[config.mk]
export PLATFORM = sky130hd
export DESIGN_NAME = epoch_seconds_to_calendar_unit
export DESIGN_NICKNAME = d
export VERILOG_FILES = /design/src/rtl/esc_pkg.sv /design/src/rtl/epoch_seconds_to_calendar_unit.sv /design/src/rtl/esc_divmod.sv
export SDC_FILE = /design/constraint.sdc
export NUM_CORES = 2
export LEC_CHECK = 0
export ABC_AREA = 1
export BUFFER_PORTS_ARGS = -buffer_cell sky130_fd_sc_hd__buf_2
export CAP_MARGIN = 5
export CORE_MARGIN = 1
export CORE_UTILIZATION = 49
export DETAILED_ROUTE_END_ITERATION = 10
export PLACE_DENSITY = 0.74
export SLEW_MARGIN = 20
export SYNTH_ARGS = -nofsm -noshare
export SYNTH_HDL_FRONTEND = slang
export SYNTH_SLANG_ARGS = --single-unit
[constraint.sdc]
create_clock -name clk -period 13.6 [get_ports clk]
set_clock_uncertainty 0.15 [all_clocks]
set_input_delay 3.4 -clock clk [delete_from_list [all_inputs] [get_ports clk]]
set_output_delay 3.4 -clock clk [all_outputs]
set_load 0.02 [all_outputs]
[src/rtl/esc_pkg.sv]
// package: constants and helpers for the epoch seconds to calendar unit
`timescale 1ns / 1ps
package esc_pkg;
  localparam int unsigned SecsPerMin = 60;
  localparam int unsigned MinsPerHour = 60;
  localparam int unsigned HoursPerDay = 24;
  localparam int unsigned DaysPerWeek = 7;
  localparam int unsigned FirstYear = 1970;
  localparam int unsigned YearBase = 1900;
  localparam int unsigned FirstWeekday = 4;

  // reciprocals: x/15 for x < 2^30, x/3 for x < 2^18, x/1461 and x/7 for x < 2^16
  localparam logic [30:0] Recip15 = 31'd1145324613;
  localparam logic [18:0] Recip3 = 19'd349526;
  localparam logic [16:0] Recip1461 = 17'd91868;
  localparam logic [16:0] Recip7 = 17'd74899;

  // day count rebased to 1968-01-01, the leap year that opens a four-year block
  localparam logic [15:0] DaysTo1970 = 16'd731;
  localparam logic [15:0] DaysPer4Years = 16'd1461;
  localparam logic [7:0]  YearsTo1968 = 8'd68;
  // 2100 is not a leap year: from 2100-03-01 on a missing feb 29 is skipped
  localparam logic [15:0] Day2100Mar1 = 16'd47541;
  localparam logic [7:0]  Year2100 = 8'd200;

  // days before the first of a month, non-leap
  function automatic logic [8:0] month_start(input logic [3:0] m);
    case (m)
      4'd0: month_start = 9'd0;
      4'd1: month_start = 9'd31;
      4'd2: month_start = 9'd59;
      4'd3: month_start = 9'd90;
      4'd4: month_start = 9'd120;
      4'd5: month_start = 9'd151;
      4'd6: month_start = 9'd181;
      4'd7: month_start = 9'd212;
      4'd8: month_start = 9'd243;
      4'd9: month_start = 9'd273;
      4'd10: month_start = 9'd304;
      4'd11: month_start = 9'd334;
      default: month_start = 9'd365;
    endcase
  endfunction
endpackage

[src/rtl/epoch_seconds_to_calendar_unit.sv]
// top level: converts epoch seconds to calendar fields
// done is registered alongside the result fields, carried from start by the valid pipeline
// throughput: one word per cycle, busy is never high
// time of day split in three registered stages by constant reciprocals
// date from a four-year block count over three further stages
// reset (rst, synchronous) clears the valid pipeline only
`timescale 1ns / 1ps
module epoch_seconds_to_calendar_unit import esc_pkg::*; (
  input  logic        clk,
  input  logic        rst,
  input  logic        start,
  output logic        busy,
  input  logic [31:0] epoch_seconds,
  output logic        done,
  output logic [5:0]  second_of_minute,
  output logic [5:0]  minute_of_hour,
  output logic [4:0]  hour_of_day,
  output logic [7:0]  years_since_1900,
  output logic [8:0]  day_of_year,
  output logic [3:0]  month_index,
  output logic [4:0]  day_of_month,
  output logic [2:0]  weekday
);
  assign busy = 1'b0;

  logic        v1, v2, v3, v4, v5;
  logic [26:0] m1;
  logic [26:0] h2;
  logic [5:0]  s1, s2, s3, s4, s5;
  logic [5:0]  mi2, mi3, mi4, mi5;
  logic [15:0] d3;
  logic [4:0]  hr3, hr4, hr5;

  always_ff @(posedge clk) begin
    if (rst) begin
      v1 <= 1'b0; v2 <= 1'b0; v3 <= 1'b0; v4 <= 1'b0; v5 <= 1'b0;
    end else begin
      v1 <= start; v2 <= v1; v3 <= v2; v4 <= v3; v5 <= v4;
    end
  end

  // stages 1 and 2: seconds, then minutes
  esc_divmod u_div_min (
    .clk(clk), .num(epoch_seconds), .quo(m1), .rmd(s1)
  );
  esc_divmod u_div_hour (
    .clk(clk), .num({5'd0, m1}), .quo(h2), .rmd(mi2)
  );
  always_ff @(posedge clk) begin
    s2 <= s1;
  end

  // stage 3: hours and day count
  logic [36:0] p24;
  logic [15:0] q24;
  logic [9:0]  lo24;
  always_comb begin
    p24 = 37'(h2[20:3]) * 37'(Recip3);
    q24 = p24[35:20];
    lo24 = {5'd0, q24[4:0]} * 10'd24;
  end
  always_ff @(posedge clk) begin
    d3 <= q24;
    hr3 <= h2[4:0] - lo24[4:0];
    mi3 <= mi2;
    s3 <= s2;
  end

  // stage 4: four-year block and weekday
  logic        adj;
  logic [15:0] dd;
  logic [32:0] p1461;
  logic [15:0] wsum;
  logic [32:0] p7;
  logic [5:0]  lo7;
  logic [15:0] dd4;
  logic [5:0]  quad4;
  logic        adj4;
  logic [2:0]  wd4, wd5;
  always_comb begin
    adj = (d3 >= Day2100Mar1);
    dd = d3 + DaysTo1970 + {15'd0, adj};
    p1461 = 33'(dd) * 33'(Recip1461);
    wsum = d3 + 16'(FirstWeekday);
    p7 = 33'(wsum) * 33'(Recip7);
    lo7 = {3'd0, p7[21:19]} * 6'd7;
  end
  always_ff @(posedge clk) begin
    dd4 <= dd;
    quad4 <= p1461[32:27];
    adj4 <= adj;
    wd4 <= wsum[2:0] - lo7[2:0];
    s4 <= s3; mi4 <= mi3; hr4 <= hr3;
  end

  // stage 5: year within the block and day of year
  logic [15:0] back;
  logic [15:0] rq;
  logic [10:0] r;
  logic [1:0]  yq;
  logic [10:0] ys;
  logic [10:0] ydf_w;
  logic [7:0]  yrs;
  logic        fix;
  logic [7:0]  yrs5;
  logic [8:0]  yday5, ydf5;
  logic        lp5;
  always_comb begin
    back = {10'd0, quad4} * DaysPer4Years;
    rq = dd4 - back;
    r = rq[10:0];
    if (r < 11'd366) begin
      yq = 2'd0; ys = 11'd0;
    end else if (r < 11'd731) begin
      yq = 2'd1; ys = 11'd366;
    end else if (r < 11'd1096) begin
      yq = 2'd2; ys = 11'd731;
    end else begin
      yq = 2'd3; ys = 11'd1096;
    end
    ydf_w = r - ys;
    yrs = YearsTo1968 + {quad4, 2'b00} + {6'd0, yq};
    fix = adj4 && (yrs == Year2100);
  end
  always_ff @(posedge clk) begin
    yrs5 <= yrs;
    ydf5 <= ydf_w[8:0];
    yday5 <= ydf_w[8:0] - {8'd0, fix};
    lp5 <= (yq == 2'd0);
    wd5 <= wd4;
    s5 <= s4; mi5 <= mi4; hr5 <= hr4;
  end

  // stage 6: month and day
  logic [8:0] st;
  logic [8:0] mst;
  logic [3:0] mon;
  logic [8:0] dm;
  always_comb begin
    mon = 4'd0;
    mst = 9'd0;
    st = 9'd0;
    for (int m = 1; m < 12; m++) begin
      st = month_start(4'(m)) + ((lp5 && m >= 2) ? 9'd1 : 9'd0);
      if (ydf5 >= st) begin
        mon = 4'(m);
        mst = st;
      end
    end
    dm = ydf5 - mst;
  end
  always_ff @(posedge clk) begin
    if (rst) done <= 1'b0;
    else done <= v5;
    second_of_minute <= s5;
    minute_of_hour <= mi5;
    hour_of_day <= hr5;
    years_since_1900 <= yrs5;
    month_index <= mon;
    day_of_month <= dm[4:0] + 5'd1;
    day_of_year <= yday5;
    weekday <= wd5;
  end
endmodule

[src/rtl/esc_divmod.sv]
// divides a value by sixty in one registered stage via reciprocal multiply
`timescale 1ns / 1ps
module esc_divmod import esc_pkg::*; (
  input  logic        clk,
  input  logic [31:0] num,
  output logic [26:0] quo,
  output logic [5:0]  rmd
);
  logic [60:0] prod;
  logic [26:0] q_est;
  logic [11:0] lo_prod;
  assign prod = 61'(num[31:2]) * 61'(Recip15);
  assign q_est = prod[60:34];
  assign lo_prod = {6'd0, q_est[5:0]} * 12'd60;
  always_ff @(posedge clk) begin
    quo <= q_est;
    rmd <= num[5:0] - lo_prod[5:0];
  end
endmodule

==> reports/metrics.cfg <==
[placement]
dp_hpwl_um=83400
gp_congestion=0.955
place.port_buffers=81

[global_routing]
overflow=0
grt_pass1_vias=30400
grt_antenna_before_repair=4
grt_pass1_wl_um=154000
grt_max_degree=18
grt_util_all_layers_pct=23.4

[synthesis]
yosysWarnings=0
synthCells=4605
synth_cell_types=57
yosys-top-cells-count=inv_1, ha_1, nand2_1
synthFlopType=dfxtp_1
synthTopCellsByArea=ha_1, fa_1, dfxtp_1
async_reset_ff_share_pct=0
synthMostInstantiatedCell=inv_1
ys_ff_latch=236
synth_edf_count=0
syn_nets=6021
synth.yosys.seq_area_share_pct=12.1
syn_area_sq_mm=0.0391
yosysTopAreaCellShare_pct=28.7
synth_top_area_cell=ha_1
syn_avg_cell_area_sq_um=8.50

[die]
initial_utilization_pct=49.5
dieArea_sq_mm=0.0810
die_h_um=285
rows=103
coreArea_sq_mm=0.0790
die_w_um=285
ioPinCount=83

[final_layout]
area_growth_pct=6.64
drive_gt1_share_pct=4.12
diodes=0
final_nets=6124

[critical_path]
cp-end-kind=flop
critical_path_arrival_ns=10.54
crit_type=input pin to flop
rrSetupSlack_ns=4.78
crit_buf_inv=4
cp_slowest_stage_delay_ns=0.67
critical_path.top_delay_family=adder cells
cp.required_ns=13.89
crit_fanout=4
cp_common_cell=ha_1
worst_path_max_delay_cell=fa_1
start_kind=input pin

[clocking]
ctsHoldBuffers=0
clk_path_buf_depth=3
clock_latency_ns=0.56
cts-root-buf=clkbuf_16
cts.clk_slew.worst_paths_ns=0.06
post_cts.repair.setup_buffers=0
cts_tree=done
cts_max_level=1
cts_sinks=236
numCtsBuffers=26
cts_resized=0

[detailed_routing]
dr.pass1.iters=5
wirelength_um=92900
drc=0
drt-initial-drc-count=1720
postRouteAntennaNets=0
viasPerCell=5.16
detail_route.wl_per_cell_um=16.1
vias=29800

[sta]
fin_crit_sh_pct=75.4
final.setup.tns_ns=0
finalSetupViolations=0
min_period_ns=10.25
rsz0062_at_grt=no
max_freq_mhz=97.5
slew_headroom_pct=30.6
hold_viol=0
drv_slew=0
tightest_slew_ns=1.04

[run_status]
outcome=completed

[worst_hold_path]
hp-class=flop to flop

[job]
drv_cap=0

worst register-to-register path: cells and delay by family, from the launching register on:
family	cells	cell delay, ns
xor+xnor	2	0.68
fa+ha+maj	10	4.14
compound gates	9	1.38
flops	1	0.69
simple gates	11	0.97
buf+inv	7	0.72
kinds of logic (layout without fill, tap and decap cells):
group,after synthesis,count (layout),synth area share [%]
adders and majority gates,1381,1381,53.4
and+or+nand+nor,1185,1185,12.9
buffers and inverters,1180,1303,11.4
AOI/OAI and AO/OA,488,488,7.14
DFF,236,236,12.1
xor gates and xnor gates,134,134,3.09
other,1,1,0.00958
metrics by stage:
stage	std cells	hold WS [ns]	area (sq um)	util [%]	worst slack (ns)
3_5_place_dp	5730	0.162	40800	51.7	2.81
4_1_cts	5778	0.176	41700	52.8	3.36
6_report	5778	0.175	41700	52.8	3.35
2_1_floorplan	4605	0.160	39100	-	3.55
5_1_grt	5778	0.177	41700	52.8	2.89
3_3_place_gp	5730	0.160	40800	51.7	2.87
layout by cell type, fill, tap and decap left out, types with 7 or more instances in the layout:
| cell type | instances |
|---|---|
| buf_2 | 81 |
| fa_1 | 483 |
| nand4_1 | 38 |
| o21ai_0 | 132 |
| nand2_2 | 15 |
| nand3_1 | 139 |
| nand2_1 | 602 |
| nand3_2 | 7 |
| a21boi_0 | 8 |
| inv_2 | 8 |
| a211oi_1 | 8 |
| nor4_1 | 11 |
| o21a_1 | 8 |
| a21o_1 | 32 |
| xor2_1 | 98 |
| nor3_1 | 41 |
| and3_1 | 8 |
| dfxtp_1 | 236 |
| nand3b_1 | 11 |
| inv_1 | 1163 |
| ha_1 | 898 |
| a31oi_1 | 31 |
| clkbuf_16 | 26 |
| nor2_1 | 283 |
| or2_2 | 7 |
| nor2_2 | 8 |
| xnor2_1 | 31 |
| a21oi_1 | 205 |
| o21bai_1 | 26 |
worst paths after layout:
| check | start | endpoint | depth (start not counted) |
|---|---|---|---|
| max | epoch_seconds[8] | u_div_min.rmd[5]$_DFF_P_ | 27 |
| min | s5[1]$_DFF_P_ | second_of_minute[1]$_DFF_P_ | 0 |
| max reg2reg | d3[2]$_DFF_P_ | quad4[4]$_DFF_P_ | 39 |
| min reg2reg | s5[1]$_DFF_P_ | second_of_minute[1]$_DFF_P_ | 0 |
routing by layer:
layer	vias up	GRT usage (%)	routed length [um]
met4	4	6.88	2790
met1	14200	31.4	40800
met2	750	39.6	44200
li1	14700	-	-
met3	147	2.62	5100
met5	-	0	17
registers in the layout, indices dropped and copies added, names as in the netlist, 8 cells and up:
register	cells
d3	16
day_of_year	9
dd4	11
u_div_hour.quo	21
u_div_min.quo	27
yday5	9
ydf5	9
years_since_1900	8
yrs5	8
cell type report:
class	count	area, sq um
multi-input combinational	3189	30000
clock inverter	21	245
timing repair buffer	83	420
tap	1050	1310
fill	7351	37300
clock buffer	27	664
inverter	1172	4400
sequential	236	4720
Power is not shown: default switching activity piles up to over one toggle a cycle in this logic, so the estimate is an artifact.
